===== src/rtl/ghr_pkg.sv =====
// Shared types and constants for the gamepad event to HID report block.
// Used by ghr_front, ghr_back and the top level; depends on nothing.
`timescale 1ns / 1ps
`default_nettype none

package ghr_pkg;

   // Event kinds on the input channel
   localparam logic [1:0] OP_KEY = 2'd0;
   localparam logic [1:0] OP_ABS = 2'd1;

   // Absolute axis codes
   localparam logic [9:0] AXIS_LX = 10'd0;
   localparam logic [9:0] AXIS_LY = 10'd1;
   localparam logic [9:0] AXIS_LT = 10'd2;
   localparam logic [9:0] AXIS_RX = 10'd3;
   localparam logic [9:0] AXIS_RY = 10'd4;
   localparam logic [9:0] AXIS_RT = 10'd5;

   // Button key codes, in button_mask bit order
   localparam int NUM_BUTTONS = 14;
   localparam logic [9:0] KEY_CODES [NUM_BUTTONS] = '{
      10'h130, 10'h131, 10'h133, 10'h134, 10'h136, 10'h137, 10'h13A,
      10'h13B, 10'h13D, 10'h13E, 10'h220, 10'h221, 10'h222, 10'h223
   };

   // A, B, X and Y together
   localparam logic [NUM_BUTTONS-1:0] COMBO_MASK = 14'h000F;

   // Configuration register indexes and reset values
   localparam logic CSR_DEADZONE  = 1'b0;
   localparam logic CSR_HOLD_TIME = 1'b1;
   localparam logic [6:0]  DEADZONE_RESET  = 7'd10;
   localparam logic [15:0] HOLD_TIME_RESET = 16'd1000;

   // Decoded command kinds passed from front to back
   localparam logic [1:0] CMD_NONE  = 2'd0;
   localparam logic [1:0] CMD_KEY   = 2'd1;
   localparam logic [1:0] CMD_STICK = 2'd2;
   localparam logic [1:0] CMD_TRIG  = 2'd3;

   typedef struct packed {
      logic [1:0] kind;   // CMD_* code
      logic [3:0] slot;   // button index, stick index or trigger index
      logic       level;  // key pressed
      logic [7:0] data;   // stick value after deadzone, or trigger level
   } cmd_type;

   typedef struct packed {
      logic [NUM_BUTTONS-1:0] button_mask;
      logic signed [7:0]      left_x;
      logic signed [7:0]      left_y;
      logic signed [7:0]      right_x;
      logic signed [7:0]      right_y;
      logic [7:0]             left_trigger;
      logic [7:0]             right_trigger;
      logic                   reboot_request;
   } report_type;

endpackage

`default_nettype wire


===== src/rtl/ghr_if.sv =====
// Channel interfaces: input events, output reports and register writes.
// Stand-alone; no package needed.
`timescale 1ns / 1ps
`default_nettype none

interface ghr_req_if;
   logic               valid;
   logic               ready;
   logic [1:0]         operation;
   logic [9:0]         event_code;
   logic signed [31:0] event_value;
   logic [31:0]        time_ms;

   modport source (output valid, operation, event_code, event_value, time_ms, input ready);
   modport sink   (input valid, operation, event_code, event_value, time_ms, output ready);
endinterface

interface ghr_rsp_if;
   logic              valid;
   logic              ready;
   logic [13:0]       button_mask;
   logic signed [7:0] left_x;
   logic signed [7:0] left_y;
   logic signed [7:0] right_x;
   logic signed [7:0] right_y;
   logic [7:0]        left_trigger;
   logic [7:0]        right_trigger;
   logic              reboot_request;

   modport source (output valid, button_mask, left_x, left_y, right_x, right_y,
                   left_trigger, right_trigger, reboot_request, input ready);
   modport sink   (input valid, button_mask, left_x, left_y, right_x, right_y,
                   left_trigger, right_trigger, reboot_request, output ready);
endinterface

interface ghr_csr_if;
   logic        valid;
   logic        ready;
   logic        index;
   logic [15:0] data;

   modport source (output valid, index, data, input ready);
   modport sink   (input valid, index, data, output ready);
endinterface

`default_nettype wire


===== src/rtl/ghr_front.sv =====
// Front end: accepts an input event, decodes its code and applies the deadzone.
// Depends on ghr_pkg for codes and the command type.
`timescale 1ns / 1ps
`default_nettype none

module ghr_front #(
   parameter int TIMESTAMP_BITS = 32
) (
   input  wire logic                      in_valid,
   output logic                           in_ready,
   input  wire logic [1:0]                operation,
   input  wire logic [9:0]                event_code,
   input  wire logic signed [31:0]        event_value,
   input  wire logic [31:0]               time_ms,
   input  wire logic [6:0]                deadzone,
   output logic                           out_valid,
   input  wire logic                      out_ready,
   output ghr_pkg::cmd_type               out_cmd,
   output logic [TIMESTAMP_BITS-1:0]      out_now
);

   logic              key_hit;
   logic [3:0]        key_idx;
   logic [7:0]        hi_byte;
   logic signed [8:0] stick_s;
   logic signed [8:0] dz_s;
   logic              in_dead;
   logic [7:0]        stick_val;

   // Pass the handshake straight to the queue
   assign in_ready  = out_ready;
   assign out_valid = in_valid;
   assign out_now   = TIMESTAMP_BITS'(time_ms);

   // Match the key code against the button table
   always_comb begin
      key_hit = 1'b0;
      key_idx = 4'd0;
      for (int i = 0; i < ghr_pkg::NUM_BUTTONS; i++) begin
         if (event_code == ghr_pkg::KEY_CODES[i]) begin
            key_hit = 1'b1;
            key_idx = 4'(i);
         end
      end
   end

   // Zero a stick value inside the deadzone
   assign hi_byte   = event_value[15:8];
   assign stick_s   = {hi_byte[7], hi_byte};
   assign dz_s      = {2'b00, deadzone};
   assign in_dead   = (stick_s > -dz_s) && (stick_s < dz_s);
   assign stick_val = in_dead ? 8'd0 : hi_byte;

   // Classify the event
   always_comb begin
      out_cmd       = '0;
      out_cmd.kind  = ghr_pkg::CMD_NONE;
      out_cmd.level = (event_value != 32'sd0);
      case (operation)
         ghr_pkg::OP_KEY: begin
            if (key_hit) begin
               out_cmd.kind = ghr_pkg::CMD_KEY;
               out_cmd.slot = key_idx;
            end
         end
         ghr_pkg::OP_ABS: begin
            case (event_code)
               ghr_pkg::AXIS_LX: begin
                  out_cmd.kind = ghr_pkg::CMD_STICK;
                  out_cmd.slot = 4'd0;
                  out_cmd.data = stick_val;
               end
               ghr_pkg::AXIS_LY: begin
                  out_cmd.kind = ghr_pkg::CMD_STICK;
                  out_cmd.slot = 4'd1;
                  out_cmd.data = stick_val;
               end
               ghr_pkg::AXIS_RX: begin
                  out_cmd.kind = ghr_pkg::CMD_STICK;
                  out_cmd.slot = 4'd2;
                  out_cmd.data = stick_val;
               end
               ghr_pkg::AXIS_RY: begin
                  out_cmd.kind = ghr_pkg::CMD_STICK;
                  out_cmd.slot = 4'd3;
                  out_cmd.data = stick_val;
               end
               ghr_pkg::AXIS_LT: begin
                  out_cmd.kind = ghr_pkg::CMD_TRIG;
                  out_cmd.slot = 4'd0;
                  out_cmd.data = event_value[7:0];
               end
               ghr_pkg::AXIS_RT: begin
                  out_cmd.kind = ghr_pkg::CMD_TRIG;
                  out_cmd.slot = 4'd1;
                  out_cmd.data = event_value[7:0];
               end
               default: begin
                  out_cmd.kind = ghr_pkg::CMD_NONE;
               end
            endcase
         end
         default: begin
            out_cmd.kind = ghr_pkg::CMD_NONE;
         end
      endcase
   end

endmodule

`default_nettype wire


===== src/rtl/ghr_queue.sv =====
// Small register FIFO between the front and back ends.
// Generic; no package needed.
`timescale 1ns / 1ps
`default_nettype none

module ghr_queue #(
   parameter int Width = 16,
   parameter int Depth = 2
) (
   input  wire logic             clock,
   input  wire logic             reset,
   input  wire logic             push_valid,
   output logic                  push_ready,
   input  wire logic [Width-1:0] push_data,
   output logic                  pop_valid,
   input  wire logic             pop_ready,
   output logic [Width-1:0]      pop_data
);

   localparam int AddrW  = (Depth > 1) ? $clog2(Depth) : 1;
   localparam int CountW = $clog2(Depth + 1);

   logic [Width-1:0]  mem_ff [Depth];
   logic [AddrW-1:0]  wr_ptr_ff, wr_ptr_in;
   logic [AddrW-1:0]  rd_ptr_ff, rd_ptr_in;
   logic [CountW-1:0] count_ff, count_in;
   logic              do_push;
   logic              do_pop;

   assign push_ready = (count_ff != CountW'(Depth));
   assign pop_valid  = (count_ff != '0);
   assign pop_data   = mem_ff[rd_ptr_ff];
   assign do_push    = push_valid && push_ready;
   assign do_pop     = pop_valid && pop_ready;

   // Advance pointers with wrap and track the fill level
   always_comb begin
      wr_ptr_in = wr_ptr_ff;
      rd_ptr_in = rd_ptr_ff;
      count_in  = count_ff;
      if (do_push) begin
         wr_ptr_in = (wr_ptr_ff == AddrW'(Depth - 1)) ? '0 : wr_ptr_ff + 1'b1;
      end
      if (do_pop) begin
         rd_ptr_in = (rd_ptr_ff == AddrW'(Depth - 1)) ? '0 : rd_ptr_ff + 1'b1;
      end
      if (do_push && !do_pop) begin
         count_in = count_ff + 1'b1;
      end else if (do_pop && !do_push) begin
         count_in = count_ff - 1'b1;
      end
   end

   always_ff @(posedge clock) begin
      if (reset) begin
         wr_ptr_ff <= '0;
         rd_ptr_ff <= '0;
         count_ff  <= '0;
      end else begin
         wr_ptr_ff <= wr_ptr_in;
         rd_ptr_ff <= rd_ptr_in;
         count_ff  <= count_in;
      end
   end

   // Store the entry
   always_ff @(posedge clock) begin
      if (do_push) begin
         mem_ff[wr_ptr_ff] <= push_data;
      end
   end

endmodule

`default_nettype wire


===== src/rtl/ghr_back.sv =====
// Back end: applies decoded commands to the pad state, runs the hold timer
// and registers the report. Depends on ghr_pkg.
`timescale 1ns / 1ps
`default_nettype none

module ghr_back #(
   parameter int TIMESTAMP_BITS = 32
) (
   input  wire logic                       clock,
   input  wire logic                       reset,
   input  wire logic                       cmd_valid,
   output logic                            cmd_ready,
   input  wire ghr_pkg::cmd_type           cmd,
   input  wire logic [TIMESTAMP_BITS-1:0]  now,
   input  wire logic [15:0]                hold_time_ms,
   output logic                            rpt_valid,
   input  wire logic                       rpt_ready,
   output ghr_pkg::report_type             rpt
);

   localparam int NB = ghr_pkg::NUM_BUTTONS;

   logic [NB-1:0]             buttons_ff, buttons_in;
   logic [7:0]                stick_ff [4];
   logic [7:0]                stick_in [4];
   logic [7:0]                trig_ff [2];
   logic [7:0]                trig_in [2];
   logic                      holding_ff, holding_in;
   logic [TIMESTAMP_BITS-1:0] start_ff, start_in;
   logic [TIMESTAMP_BITS-1:0] elapsed;
   logic                      combo;
   logic                      reboot;
   logic                      rpt_valid_ff, rpt_valid_in;
   ghr_pkg::report_type       rpt_ff;
   logic                      take;

   // Take a command when the report register is free or being drained
   assign take      = cmd_valid && (!rpt_valid_ff || rpt_ready);
   assign cmd_ready = !rpt_valid_ff || rpt_ready;

   // Apply the command to the pad state
   always_comb begin
      buttons_in = buttons_ff;
      stick_in   = stick_ff;
      trig_in    = trig_ff;
      case (cmd.kind)
         ghr_pkg::CMD_KEY: begin
            buttons_in[cmd.slot] = cmd.level;
         end
         ghr_pkg::CMD_STICK: begin
            stick_in[cmd.slot[1:0]] = cmd.data;
         end
         ghr_pkg::CMD_TRIG: begin
            trig_in[cmd.slot[0]] = cmd.data;
         end
         default: begin
            buttons_in = buttons_ff;
         end
      endcase
   end

   // Hold timer on A, B, X and Y
   assign combo   = ((buttons_in & ghr_pkg::COMBO_MASK) == ghr_pkg::COMBO_MASK);
   assign elapsed = now - start_ff;

   always_comb begin
      holding_in = 1'b0;
      start_in   = '0;
      reboot     = 1'b0;
      if (combo) begin
         holding_in = 1'b1;
         if (holding_ff) begin
            start_in = start_ff;
            reboot   = (elapsed > TIMESTAMP_BITS'(hold_time_ms));
         end else begin
            start_in = now;
         end
      end
   end

   // Hold a finished report until the sink takes it
   always_comb begin
      rpt_valid_in = rpt_valid_ff;
      if (take) begin
         rpt_valid_in = 1'b1;
      end else if (rpt_ready) begin
         rpt_valid_in = 1'b0;
      end
   end

   always_ff @(posedge clock) begin
      if (reset) begin
         buttons_ff   <= '0;
         stick_ff     <= '{default: 8'd0};
         trig_ff      <= '{default: 8'd0};
         holding_ff   <= 1'b0;
         start_ff     <= '0;
         rpt_valid_ff <= 1'b0;
      end else begin
         rpt_valid_ff <= rpt_valid_in;
         if (take) begin
            buttons_ff <= buttons_in;
            stick_ff   <= stick_in;
            trig_ff    <= trig_in;
            holding_ff <= holding_in;
            start_ff   <= start_in;
         end
      end
   end

   // Report payload register
   always_ff @(posedge clock) begin
      if (take) begin
         rpt_ff.button_mask    <= buttons_in;
         rpt_ff.left_x         <= stick_in[0];
         rpt_ff.left_y         <= stick_in[1];
         rpt_ff.right_x        <= stick_in[2];
         rpt_ff.right_y        <= stick_in[3];
         rpt_ff.left_trigger   <= trig_in[0];
         rpt_ff.right_trigger  <= trig_in[1];
         rpt_ff.reboot_request <= reboot;
      end
   end

   assign rpt_valid = rpt_valid_ff;
   assign rpt       = rpt_ff;

endmodule

`default_nettype wire


===== src/rtl/gamepad_event_to_hid_report.sv =====
// Top level: gamepad event to HID report converter.
// Depends on ghr_pkg, ghr_if, ghr_front, ghr_queue and ghr_back.
//
//   Channel    Dir  Handshake        Carries
//   req_chan   in   valid / ready    operation, event_code, event_value, time_ms
//   rsp_chan   out  valid / ready    button_mask, sticks, triggers, reboot_request
//   csr_chan   in   valid / ready    index (0 deadzone, 1 hold_time_ms), data
//
// One event in per cycle, one report out per cycle, sustained while the sink takes reports.
// An accepted event first enters the two-entry command queue, then moves into the
// report register when the back end takes it; the report is valid once it is there.
// Reset clears the pad state and the queue and empties the report register; the
// deadzone and hold time return to 10 and 1000. A stalled report holds the
// back end, and the front keeps taking events until the queue is full.
`timescale 1ns / 1ps
`default_nettype none

module gamepad_event_to_hid_report #(
   parameter int TIMESTAMP_BITS = 32
) (
   input  wire logic  clock,
   input  wire logic  reset,
   ghr_req_if.sink    req_chan,
   ghr_rsp_if.source  rsp_chan,
   ghr_csr_if.sink    csr_chan
);

   localparam int QueueW = $bits(ghr_pkg::cmd_type) + TIMESTAMP_BITS;

   logic [6:0]                deadzone_ff, deadzone_in;
   logic [15:0]               hold_time_ff, hold_time_in;
   logic                      fr_valid;
   logic                      fr_ready;
   ghr_pkg::cmd_type          fr_cmd;
   logic [TIMESTAMP_BITS-1:0] fr_now;
   logic                      bk_valid;
   logic                      bk_ready;
   logic [QueueW-1:0]         bk_data;
   ghr_pkg::cmd_type          bk_cmd;
   logic [TIMESTAMP_BITS-1:0] bk_now;
   ghr_pkg::report_type       rpt;

   // Configuration registers
   assign csr_chan.ready = 1'b1;

   always_comb begin
      deadzone_in  = deadzone_ff;
      hold_time_in = hold_time_ff;
      if (csr_chan.valid) begin
         case (csr_chan.index)
            ghr_pkg::CSR_DEADZONE:  deadzone_in  = csr_chan.data[6:0];
            ghr_pkg::CSR_HOLD_TIME: hold_time_in = csr_chan.data;
            default:                deadzone_in  = deadzone_ff;
         endcase
      end
   end

   always_ff @(posedge clock) begin
      if (reset) begin
         deadzone_ff  <= ghr_pkg::DEADZONE_RESET;
         hold_time_ff <= ghr_pkg::HOLD_TIME_RESET;
      end else begin
         deadzone_ff  <= deadzone_in;
         hold_time_ff <= hold_time_in;
      end
   end

   // Decode events
   ghr_front #(
      .TIMESTAMP_BITS (TIMESTAMP_BITS)
   ) u_front (
      .in_valid    (req_chan.valid),
      .in_ready    (req_chan.ready),
      .operation   (req_chan.operation),
      .event_code  (req_chan.event_code),
      .event_value (req_chan.event_value),
      .time_ms     (req_chan.time_ms),
      .deadzone    (deadzone_ff),
      .out_valid   (fr_valid),
      .out_ready   (fr_ready),
      .out_cmd     (fr_cmd),
      .out_now     (fr_now)
   );

   // Decouple front and back
   ghr_queue #(
      .Width (QueueW),
      .Depth (2)
   ) u_queue (
      .clock      (clock),
      .reset      (reset),
      .push_valid (fr_valid),
      .push_ready (fr_ready),
      .push_data  ({fr_cmd, fr_now}),
      .pop_valid  (bk_valid),
      .pop_ready  (bk_ready),
      .pop_data   (bk_data)
   );

   assign bk_cmd = bk_data[QueueW-1:TIMESTAMP_BITS];
   assign bk_now = bk_data[TIMESTAMP_BITS-1:0];

   // Update state and build reports
   ghr_back #(
      .TIMESTAMP_BITS (TIMESTAMP_BITS)
   ) u_back (
      .clock        (clock),
      .reset        (reset),
      .cmd_valid    (bk_valid),
      .cmd_ready    (bk_ready),
      .cmd          (bk_cmd),
      .now          (bk_now),
      .hold_time_ms (hold_time_ff),
      .rpt_valid    (rsp_chan.valid),
      .rpt_ready    (rsp_chan.ready),
      .rpt          (rpt)
   );

   assign rsp_chan.button_mask    = rpt.button_mask;
   assign rsp_chan.left_x         = rpt.left_x;
   assign rsp_chan.left_y         = rpt.left_y;
   assign rsp_chan.right_x        = rpt.right_x;
   assign rsp_chan.right_y        = rpt.right_y;
   assign rsp_chan.left_trigger   = rpt.left_trigger;
   assign rsp_chan.right_trigger  = rpt.right_trigger;
   assign rsp_chan.reboot_request = rpt.reboot_request;

endmodule

`default_nettype wire


===== src/flat_wrapper.sv =====
// flat-port wrapper written by rule: the top's interface ports become plain ports
module gamepad_event_to_hid_report_flat 
#(
   parameter int TIMESTAMP_BITS = 32
)
  (clock, reset, req_chan_valid, req_chan_operation, req_chan_event_code, req_chan_event_value, req_chan_time_ms, req_chan_ready, rsp_chan_valid, rsp_chan_button_mask, rsp_chan_left_x, rsp_chan_left_y, rsp_chan_right_x, rsp_chan_right_y, rsp_chan_left_trigger, rsp_chan_right_trigger, rsp_chan_reboot_request, rsp_chan_ready, csr_chan_valid, csr_chan_index, csr_chan_data, csr_chan_ready);
  ghr_req_if req_chan_i ();
  ghr_rsp_if rsp_chan_i ();
  ghr_csr_if csr_chan_i ();
  input  wire logic clock;
  input  wire logic reset;
  input wire logic [$bits(req_chan_i.valid)-1:0] req_chan_valid;
  input wire logic [$bits(req_chan_i.operation)-1:0] req_chan_operation;
  input wire logic [$bits(req_chan_i.event_code)-1:0] req_chan_event_code;
  input wire logic [$bits(req_chan_i.event_value)-1:0] req_chan_event_value;
  input wire logic [$bits(req_chan_i.time_ms)-1:0] req_chan_time_ms;
  output wire logic [$bits(req_chan_i.ready)-1:0] req_chan_ready;
  output wire logic [$bits(rsp_chan_i.valid)-1:0] rsp_chan_valid;
  output wire logic [$bits(rsp_chan_i.button_mask)-1:0] rsp_chan_button_mask;
  output wire logic [$bits(rsp_chan_i.left_x)-1:0] rsp_chan_left_x;
  output wire logic [$bits(rsp_chan_i.left_y)-1:0] rsp_chan_left_y;
  output wire logic [$bits(rsp_chan_i.right_x)-1:0] rsp_chan_right_x;
  output wire logic [$bits(rsp_chan_i.right_y)-1:0] rsp_chan_right_y;
  output wire logic [$bits(rsp_chan_i.left_trigger)-1:0] rsp_chan_left_trigger;
  output wire logic [$bits(rsp_chan_i.right_trigger)-1:0] rsp_chan_right_trigger;
  output wire logic [$bits(rsp_chan_i.reboot_request)-1:0] rsp_chan_reboot_request;
  input wire logic [$bits(rsp_chan_i.ready)-1:0] rsp_chan_ready;
  input wire logic [$bits(csr_chan_i.valid)-1:0] csr_chan_valid;
  input wire logic [$bits(csr_chan_i.index)-1:0] csr_chan_index;
  input wire logic [$bits(csr_chan_i.data)-1:0] csr_chan_data;
  output wire logic [$bits(csr_chan_i.ready)-1:0] csr_chan_ready;
  assign req_chan_i.valid = req_chan_valid;
  assign req_chan_i.operation = req_chan_operation;
  assign req_chan_i.event_code = req_chan_event_code;
  assign req_chan_i.event_value = req_chan_event_value;
  assign req_chan_i.time_ms = req_chan_time_ms;
  assign req_chan_ready = req_chan_i.ready;
  assign rsp_chan_valid = rsp_chan_i.valid;
  assign rsp_chan_button_mask = rsp_chan_i.button_mask;
  assign rsp_chan_left_x = rsp_chan_i.left_x;
  assign rsp_chan_left_y = rsp_chan_i.left_y;
  assign rsp_chan_right_x = rsp_chan_i.right_x;
  assign rsp_chan_right_y = rsp_chan_i.right_y;
  assign rsp_chan_left_trigger = rsp_chan_i.left_trigger;
  assign rsp_chan_right_trigger = rsp_chan_i.right_trigger;
  assign rsp_chan_reboot_request = rsp_chan_i.reboot_request;
  assign rsp_chan_i.ready = rsp_chan_ready;
  assign csr_chan_i.valid = csr_chan_valid;
  assign csr_chan_i.index = csr_chan_index;
  assign csr_chan_i.data = csr_chan_data;
  assign csr_chan_ready = csr_chan_i.ready;
  gamepad_event_to_hid_report #(.TIMESTAMP_BITS(TIMESTAMP_BITS)) u_core (.clock(clock), .reset(reset), .req_chan(req_chan_i), .rsp_chan(rsp_chan_i), .csr_chan(csr_chan_i));
endmodule

===== config.mk =====
export PLATFORM = sky130hd
export DESIGN_NAME = gamepad_event_to_hid_report_flat
export DESIGN_NICKNAME = d
export VERILOG_FILES = /design/src/rtl/ghr_pkg.sv /design/src/rtl/ghr_if.sv /design/src/rtl/ghr_front.sv /design/src/rtl/ghr_queue.sv /design/src/rtl/ghr_back.sv /design/src/rtl/gamepad_event_to_hid_report.sv /design/src/flat_wrapper.sv
export SDC_FILE = /design/constraint.sdc
export NUM_CORES = 1
export LEC_CHECK = 0
export BUFFER_PORTS_ARGS = -buffer_cell sky130_fd_sc_hd__clkbuf_2
export CAP_MARGIN = 40
export CORE_MARGIN = 2
export CORE_UTILIZATION = 55
export CTS_BUF_LIST = sky130_fd_sc_hd__clkbuf_4 sky130_fd_sc_hd__clkbuf_8
export DETAILED_ROUTE_END_ITERATION = 10
export PLACE_DENSITY_LB_ADDON = 0.25
export SETUP_SLACK_MARGIN = 0.1
export SLEW_MARGIN = 20
export SYNTH_ARGS = -nofsm -noshare
export SYNTH_HDL_FRONTEND = slang
export SYNTH_SLANG_ARGS = --single-unit

===== constraint.sdc =====
create_clock -name clock -period 6.6 [get_ports clock]
set_clock_uncertainty 0.15 [all_clocks]
set_input_delay 1.32 -clock clock [delete_from_list [all_inputs] [get_ports clock]]
set_output_delay 1.32 -clock clock [all_outputs]
set_load 0.01 [all_outputs]

==> flow_summary.toml, run 1 <==
[cells_and_area]
nets = 1691
design_area_um2 = 15700
final-seq-area_um2 = 7200
n_antenna_cell = 0
nFillCells = 1934
syn_to_final_growth_pct = 15.2
drive_gt1_share_pct = 21.0
multi_input_area_um2 = 5910

[synth]
syn_inst = 1361
yosys.area.top_type_share_pct = 34.7
synth-simple-area-share_pct = 15.1
synthArstFlopShare_pct = 0
ys_ff_latch = 281
synth_top_cell_by_area = "edfxtp_1"
synth_compound_area_share_pct = 14.3
synth_nets = 1526
synth.distinct_cells = 71
synthXorXnorAreaFrac_pct = 2.38
yosys_warnings = 0
ys_seq_area_share_pct = 52.9
synth_commonest_cells = "nand2_1 (227), a21oi_1 (157), edfxtp_1 (157), dfxtp_1 (124), nor2_1 (122)"
synth_top_family_by_area = "simple AND/OR/NAND/NOR gates"
synth_mux_area_share_pct = 5.21
syn_area_per_cell_um2 = 10.0
yosysMostFrequentCell = "nand2_1"
synth_edf_count = 157
synthAdderAreaFrac_pct = 6.22
syn-cell-area_um2 = 13600
synthTopCellsByArea = "edfxtp_1 (35%), dfxtp_1 (18%), nand2_1 (6.3%), ha_1 (6.1%), a21oi_1 (5.8%)"
synthFlopType = "edfxtp_1"

[floorplanning]
die-area_um2 = 26000
coreArea_um2 = 24300
start_util_pct = 55.9
die_h_um = 161
boundaryPins = 164
dieWidth_um = 161
num_rows = 57

[grt]
grt_pass1_wl_um = 49200
grt_start_max_net_pins = 79
antenna_found_initial = 0
grt_overflow = 0
grt_use_total_pct = 23.3
grt_pass1_vias = 10100

[timing]
holdWs_ns = 0.302
final.setup.tns_ns = 0
fin_crit_ns = 5.34
hold_viol = 0
max-slew-margin-rel_pct = 44.8
maxSlewViolCount = 0
max_freq_ghz = 0.187
rsz0062_at_grt = "no"
finalCritPeriodShare_pct = 80.9
worst_slew_pin_slew_ns = 0.828
setup_viol = 0

[pwr]
clkPwrFrac_pct = 25.0
total_leakage_power_uw = 0.00599
p_sw_uw = 2280
sw_frac_of_total_pct = 36.9
vdd_ir_drop_max_uv = 201
power.density_nw_per_um2 = 395
intPower_uw = 3910
comb_power_share_pct = 36.3
pwr-share-seq_pct = 38.7

[critical_path]
cp-end-kind = "flop"
required_ns = 6.74
crit_path_max_fanout = 25
crit_type = "flop to flop"
startpoint_type = "flop"
cp_data_arrival_time_ns = 5.48

[placed_design]
globalplace.congestion = 0.886
place_hpwl_um = 21600
portBuffers = 162
placed_cell_area_um2 = 14700

[clock_network]
cts_sinks = 281
cts_tree = "done"
cts_buffers = 45
h-tree-depth = 2
clk_pin_slew_ns = 0.06
cts_buffer_depth = 3
clk_latency_ns = 0.57
cts_resized = 0
postCtsSetupBuffers = 0
cts_hold_buf = 0
root_buffer = "clkbuf_8"

[route]
firstDrtPassIters = 5
drt_wl_total_um = 30800
drc = 0
first_iter_violations = 913
ant_nets = 0
wl_per_cell_um = 16.3
vias_per_cell = 5.58
vias = 10500

[run]
drv_cap = 0

[min_path]
hp-class = "flop to flop"

[status]
outcome = "complete, no violations"
==> worst max-delay path, stage by stage (launching register included) <==
cell and delay, ns:
dfxtp_2 0.76, mux2_2 0.43, ha_1 0.36, o211ai_1 0.16, a211oi_2 0.27, nor2_1 0.12, o21ai_0 0.37, a21o_1 0.18
a21oi_1 0.07, xnor2_1 0.14, ha_1 0.31, a21oi_1 0.17, a21oi_1 0.09, nor4b_1 0.33, o211ai_1 0.15, nor4_1 0.35
o2111ai_1 0.18, nor4_1 0.32, a41oi_1 0.16
==> flip-flops by register name (all words and copies together), names as in the netlist, named ones only <==
register / flops
u_core.u_queue.mem_ff: 94
u_core.u_back.trig_ff: 16
u_core.u_queue.wr_ptr_ff: 1
u_core.hold_time_ff: 16
u_core.u_back.rpt_valid: 1
u_core.u_back.holding_ff: 1
u_core.u_back.stick_ff: 32
u_core.u_back.rpt: 63
u_core.deadzone_ff: 7
u_core.u_queue.rd_ptr_ff: 1
u_core.u_back.buttons_ff: 14
u_core.u_queue.count_ff: 2
u_core.u_back.start_ff: 32
==> final cells by class <==
class / count / share of cell area (%)
clock buffers: 69 / 5.42
clock inverters: 15 / 0.655
inverters: 66 / 1.60
multi-input cells: 951 / 37.7
flip-flops and latches: 281 / 45.9
well taps: 324 / 2.59
repair buffers: 181 / 6.13
==> power groups by stage <==
stage / logic, uW / clock network, uW / registers, uW
2_1_floorplan: 1520 / 0 / 2470
3_3_place_gp: 2150 / 0 / 2420
3_5_place_dp: 2210 / 0 / 2430
4_1_cts: 2230 / 1570 / 2400
5_1_grt: 2480 / 1650 / 2420
6_report: 2250 / 1550 / 2390
==> per-stage QoR <==
| step | util [%] | power, uW | instances | setup slack (ns) |
|---|---|---|---|---|
| after floorplan | - | 3990 | 1361 | 1.66 |
| after global placement | 60.1 | 4570 | 1791 | 1.57 |
| after detailed placement | 60.4 | 4650 | 1801 | 1.33 |
| after CTS | 64.4 | 6200 | 1885 | 1.29 |
| after global routing | 64.4 | 6550 | 1887 | 0.900 |
| final | 64.4 | 6190 | 1887 | 1.26 |
==> worst paths after layout <==
check / slack [ns] / cells past startpoint / to / from
setup / recovery: 1.26 / 18 / u_core.u_back.rpt[0]$_SDFFCE_PN0P_ / flop
hold / removal: 0.30 / 2 / u_core.u_back.buttons_ff[10]$_SDFFE_PP0P_ / u_core.u_back.buttons_ff[10]$_SDFFE_PP0P_
setup reg to reg: 1.26 / 18 / u_core.u_back.rpt[0]$_SDFFCE_PN0P_ / flop
hold reg to reg: 0.30 / 2 / u_core.u_back.buttons_ff[10]$_SDFFE_PP0P_ / u_core.u_back.buttons_ff[10]$_SDFFE_PP0P_
==> cells in the final DEF (no fill, tap or decap), types with 9 or more instances in the layout <==
cell type and n:
nand2_1 227, clkbuf_2 161, a21oi_1 157, edfxtp_1 157
dfxtp_1 123, nor2_1 121, ha_1 66, inv_1 63
clkbuf_8 53, mux2_2 43, o21ai_0 37, a22oi_1 31
mux2i_1 21, xor2_1 21, o21a_1 20, nor4_1 17
clkbuf_4 17, buf_4 17, xnor2_1 16, nand4_1 15
nand2b_1 13, nor3_1 13, a21o_1 11, nand3_1 9
nor2b_1 9
==> layer usage <==
layer | track usage, % | routed length (um) | up-vias
met5 | 0 | 0 | -
li1 | - | - | 5188
met4 | 7.87 | 858 | 0
met2 | 38.2 | 14300 | 314
met1 | 31.7 | 13900 | 4963
met3 | 4.13 | 1700 | 61
==> kinds of logic (layout without fill, tap and decap cells) <==
group,after synthesis,count (layout)
and+or+nand+nor,462,462
AOI/OAI and AO/OA,319,319
DFF,281,281
buffers and inverters,129,331
adders and majority gates,67,67
muxes,65,65
xor gates and xnor gates,37,37
other,1,1
Power figures use the tool's default switching activity.
==> run 2: changes to the inputs <==
- clock period: 6.6 -> 5.6 ns (I/O delays scaled with it)
==> flow_summary.toml, run 2 (same netlist as run 1, synthesis figures left out) <==
[route]
firstDrtPassIters = 5
drc = 0
first_iter_violations = 863
ant_nets = 0
vias_per_cell = 5.56
wl_per_cell_um = 15.9
vias = 10500
drt_wl_total_um = 30000

[critical_path]
startpoint_type = "flop"
cp-end-kind = "flop"
cp_data_arrival_time_ns = 5.23
crit_type = "flop to flop"
cpMostUsedCell = "a21oi_1"
required_ns = 5.73
crit_path_max_fanout = 22
crit_chain = "mux2_2 > ha_1 > o211ai_1 > a211oi_2 > nor2_1 > o21ai_0 > a21o_1 > a21oi_1 > xnor2_1 > ha_1 > a21oi_1 > a21oi_1 > nor4b_1 > o211ai_1 > nor4_1 > o2111ai_1 > nor4_1 > a41oi_1"
critPathSlowestCell = "dfxtp_4"
crit_path_max_incr_delay_ns = 0.54

[grt]
grt_overflow = 0
grt_pass1_vias = 9938
grt_pass1_wl_um = 48500
antenna_found_initial = 1
grt_start_max_net_pins = 73
grt_use_total_pct = 22.8

[pwr]
total_leakage_power_uw = 0.00596
power.density_nw_per_um2 = 459
vdd_ir_drop_max_uv = 303

[timing]
final.setup.tns_ns = 0
maxSlewViolCount = 0
finalCritPeriodShare_pct = 91.0
max_freq_ghz = 0.196
worst_slew_pin_slew_ns = 0.780
hold_viol = 0
rsz0062_at_grt = "no"
fin_crit_ns = 5.10
setup_viol = 0
max-slew-margin-rel_pct = 46.5

[cells_and_area]
syn_to_final_growth_pct = 14.9
layout_common_cells = "nand2_1 (227), clkbuf_2 (161), a21oi_1 (157), edfxtp_1 (157), dfxtp_1 (123)"
fin_cells = 1887
largest_reg_flops = 94
drive_gt1_share_pct = 20.7
regMostFlops = "u_core.u_queue.mem_ff"
mostFrequentLayoutCell = "nand2_1"
nets = 1690
design_area_um2 = 15600

[clock_network]
cts_sinks = 281
postCtsSetupBuffers = 0
cts_tree = "done"
cts_buffers = 45
cts_hold_buf = 0
h-tree-depth = 2
clk_latency_ns = 0.55
clk_pin_slew_ns = 0.06
root_buffer = "clkbuf_8"
cts_buffer_depth = 3

[floorplanning]
die-area_um2 = 26000
num_rows = 57
coreArea_um2 = 24300
dieWidth_um = 161
boundaryPins = 164
start_util_pct = 55.9
die_h_um = 161

[status]
outcome = "complete, no violations"

[placed_design]
portBuffers = 162
placed_cell_area_um2 = 14700
place_hpwl_um = 21300
dp.cells = 1801
globalplace.congestion = 0.886

[run]
drv_cap = 0

[min_path]
hp-class = "flop to flop"
-- run 2: final timing paths --
check	from	to	slack [ns]	cells after the start
worst max-delay path	flop	u_core.u_back.rpt[0]$_SDFFCE_PN0P_	0.50	18
worst max register to register	flop	u_core.u_back.rpt[0]$_SDFFCE_PN0P_	0.50	18
worst min register to register	u_core.u_back.stick_ff[23]$_SDFFE_PP0P_	u_core.u_back.stick_ff[23]$_SDFFE_PP0P_	0.30	2
worst min-delay path	u_core.u_back.stick_ff[23]$_SDFFE_PP0P_	u_core.u_back.stick_ff[23]$_SDFFE_PP0P_	0.30	2
-- run 2: report_power, final --
group	total (uW)	switching [uW]	internal (uW)
Clock	1730	790	940
Sequential	2820	170	2650
Combinational	2630	1690	932
-- run 2: what timing repair did --
item | 4_1_cts | 5_1_grt
endpoints found under the setup margin | 0 | 1
resized for setup | 0 | 1
hold endpoints to repair | 0 | 0
-- run 2: area by class of cell --
cell class                      count  area (um^2)
Fill cell                        1987         8690
Multi-Input combinational cell    951         5910
Antenna cell                        1         2.50
Sequential cell                   281         7200
Inverter                           66          250
Clock inverter                     23          138
Clock buffer                       61          764
Tap cell                          324          405
Timing Repair Buffer              180          966
-- run 2: layer usage --
layer | up-vias | share of wire, % | global-route usage [%]
li1 | 5169 | - | -
met1 | 4949 | 45 | 30.9
met2 | 309 | 47 | 37.3
met3 | 65 | 5.7 | 4.08
met4 | 0 | 3.1 | 7.95
met5 | - | 0 | 0
-- run 2: metrics by stage --
| step | hold slack [ns] | setup slack (ns) | power (uW) | util (%) |
|---|---|---|---|---|
| after global routing | 0.322 | 0.181 | 7610 | 64.3 |
| final | 0.303 | 0.504 | 7180 | 64.3 |
| after detailed placement | 0.297 | 0.398 | 5460 | 60.5 |
| after floorplan | 0.283 | 0.658 | 4700 | - |
| after global placement | 0.289 | 0.603 | 5390 | 60.1 |
| after CTS | 0.306 | 0.312 | 7210 | 64.2 |
-- run 2: critical path, delay by kind of cell, from the launching register on --
kind / cells / cell delay (ns)
adders and majority gates: 2 / 0.69
muxes: 1 / 0.40
AOI/OAI and AO/OA: 10 / 1.75
DFF: 1 / 0.54
xor gates and xnor gates: 1 / 0.14
and+or+nand+nor: 4 / 1.15
==> run 3: changes to the inputs <==
- CORE_ASPECT_RATIO: default -> 0.5
==> flow_summary.toml, run 3 (same netlist as run 1, synthesis figures left out) <==
[status]
outcome = "complete, no violations"

[timing]
setup_viol = 0
finalCritPeriodShare_pct = 92.1
max-slew-margin-rel_pct = 45.3
holdWs_ns = 0.306
hold_viol = 0
fin_crit_ns = 5.16
worst_slew_pin_slew_ns = 0.798
final.setup.tns_ns = 0
maxSlewViolCount = 0
max_freq_ghz = 0.194
rsz0062_at_grt = "no"

[cells_and_area]
drive_gt1_share_pct = 20.5
fin_cells = 1886
layout_common_cells = "nand2_1 (227), clkbuf_2 (161), a21oi_1 (157), edfxtp_1 (157), dfxtp_1 (123)"
nets = 1685
fin_util_pct = 64.6
regMostFlops = "u_core.u_queue.mem_ff"
mostFrequentLayoutCell = "nand2_1"
nFillCells = 1985
n_antenna_cell = 0
syn_to_final_growth_pct = 14.5
largest_reg_flops = 94

[floorplanning]
num_rows = 40
die_h_um = 115
dieWidth_um = 226
die-area_um2 = 26100
start_util_pct = 56.4
boundaryPins = 164
coreArea_um2 = 24100

[placed_design]
place_hpwl_um = 22100
portBuffers = 162
dp.cells = 1812
globalplace.congestion = 0.886

[critical_path]
cp_data_arrival_time_ns = 5.28
crit_type = "flop to flop"
reg2regPathDepth = 19
r2r_end = "u_core.u_back.rpt[0]$_SDFFCE_PN0P_"
startpoint_type = "flop"
reg2reg_slack_ns = 0.44
cp-end-kind = "flop"
required_ns = 5.72
crit_path_max_fanout = 16

[grt]
grt_pass1_vias = 10100
grt_start_max_net_pins = 83
grt_pass1_wl_um = 49700
grt_overflow = 0
grt_use_total_pct = 23.8
antenna_found_initial = 0

[min_path]
min_path_cells = 2
holdPathEnd = "u_core.u_back.stick_ff[2]$_SDFFE_PP0P_"
holdCritStartpoint = "u_core.u_back.stick_ff[2]$_SDFFE_PP0P_"
hp-class = "flop to flop"

[clock_network]
cts_buffers = 39
cts_tree = "done"
cts_hold_buf = 0
cts_resized = 0
cts_sinks = 281
postCtsSetupBuffers = 0
h-tree-depth = 2
cts_buffer_depth = 3
root_buffer = "clkbuf_8"
clk_latency_ns = 0.55
clk_pin_slew_ns = 0.07

[route]
ant_nets = 0
drt_wl_total_um = 31100
vias_per_cell = 5.56
wl_per_cell_um = 16.5
first_iter_violations = 842
drc = 0
vias = 10500
firstDrtPassIters = 8

[pwr]
total_leakage_power_uw = 0.00592
vdd_ir_drop_max_uv = 292
power.density_nw_per_um2 = 455

[run]
drv_cap = 0
## run 3: worst max path at each step
stage | slack (ns) | cells past startpoint | to
finish | 0.44 | 19 | u_core.u_back.rpt[0]$_SDFFCE_PN0P_
global route | 0.12 | 18 | u_core.u_back.rpt[0]$_SDFFCE_PN0P_
CTS | 0.42 | 19 | u_core.u_back.rpt[0]$_SDFFCE_PN0P_
detailed placement | 0.48 | 18 | u_core.u_back.rpt[0]$_SDFFCE_PN0P_
global placement | 0.65 | 18 | u_core.u_back.rpt[0]$_SDFFCE_PN0P_
floorplan | 0.66 | 21 | u_core.u_back.rpt[0]$_SDFFCE_PN0P_
## run 3: area by class of cell
| type | count | area (um^2) | area share [%] |
|---|---|---|---|
| sequential | 281 | 7200 | 46.2 |
| clock buffer | 62 | 747 | 4.80 |
| inverter | 66 | 250 | 1.61 |
| timing repair buffer | 181 | 993 | 6.38 |
| multi-input combinational | 951 | 5910 | 37.9 |
| tap | 336 | 420 | 2.70 |
| clock inverter | 9 | 57.6 | 0.370 |
## run 3: critical path, cell delays in order, from the launching register on
cell       delay [ns]
dfxtp_2          0.58
mux2i_1          0.20
ha_1             0.26
fa_1             0.42
nor2b_1          0.21
o31a_1           0.21
o21ai_1          0.12
o21ai_1          0.29
a21boi_1         0.15
xnor2_1          0.16
ha_1             0.32
a21oi_1          0.16
nand2_1          0.07
a21oi_1          0.15
nor4b_1          0.25
o211ai_1         0.14
nor4_1           0.36
o2111ai_1        0.17
nor4_1           0.36
a41oi_1          0.17
## run 3: stage by stage
stage	area, um^2	power [uW]	setup WS [ns]
after global placement	14600	5350	0.647
final	15600	7080	0.441
after floorplan	13600	4700	0.658
after global routing	15600	7530	0.122
after CTS	15500	7120	0.423
after detailed placement	14700	5500	0.478
## run 3: power breakdown
group | switching (uW) | internal (uW) | leakage, uW
Sequential | 144 | 2640 | 0.00251
Clock | 753 | 853 | 0.000427
Combinational | 1730 | 959 | 0.00298
Total | 2630 | 4450 | 0.00592
## run 3: routing by layer
metal  vias up  part of all wire [%]  GRT usage, %
met5         -                     0             0
met4         0                   2.6          8.38
met3        58                   4.5          4.70
met2       242                    48          40.4
met1      5029                    45          30.7
li1       5165                     -             -
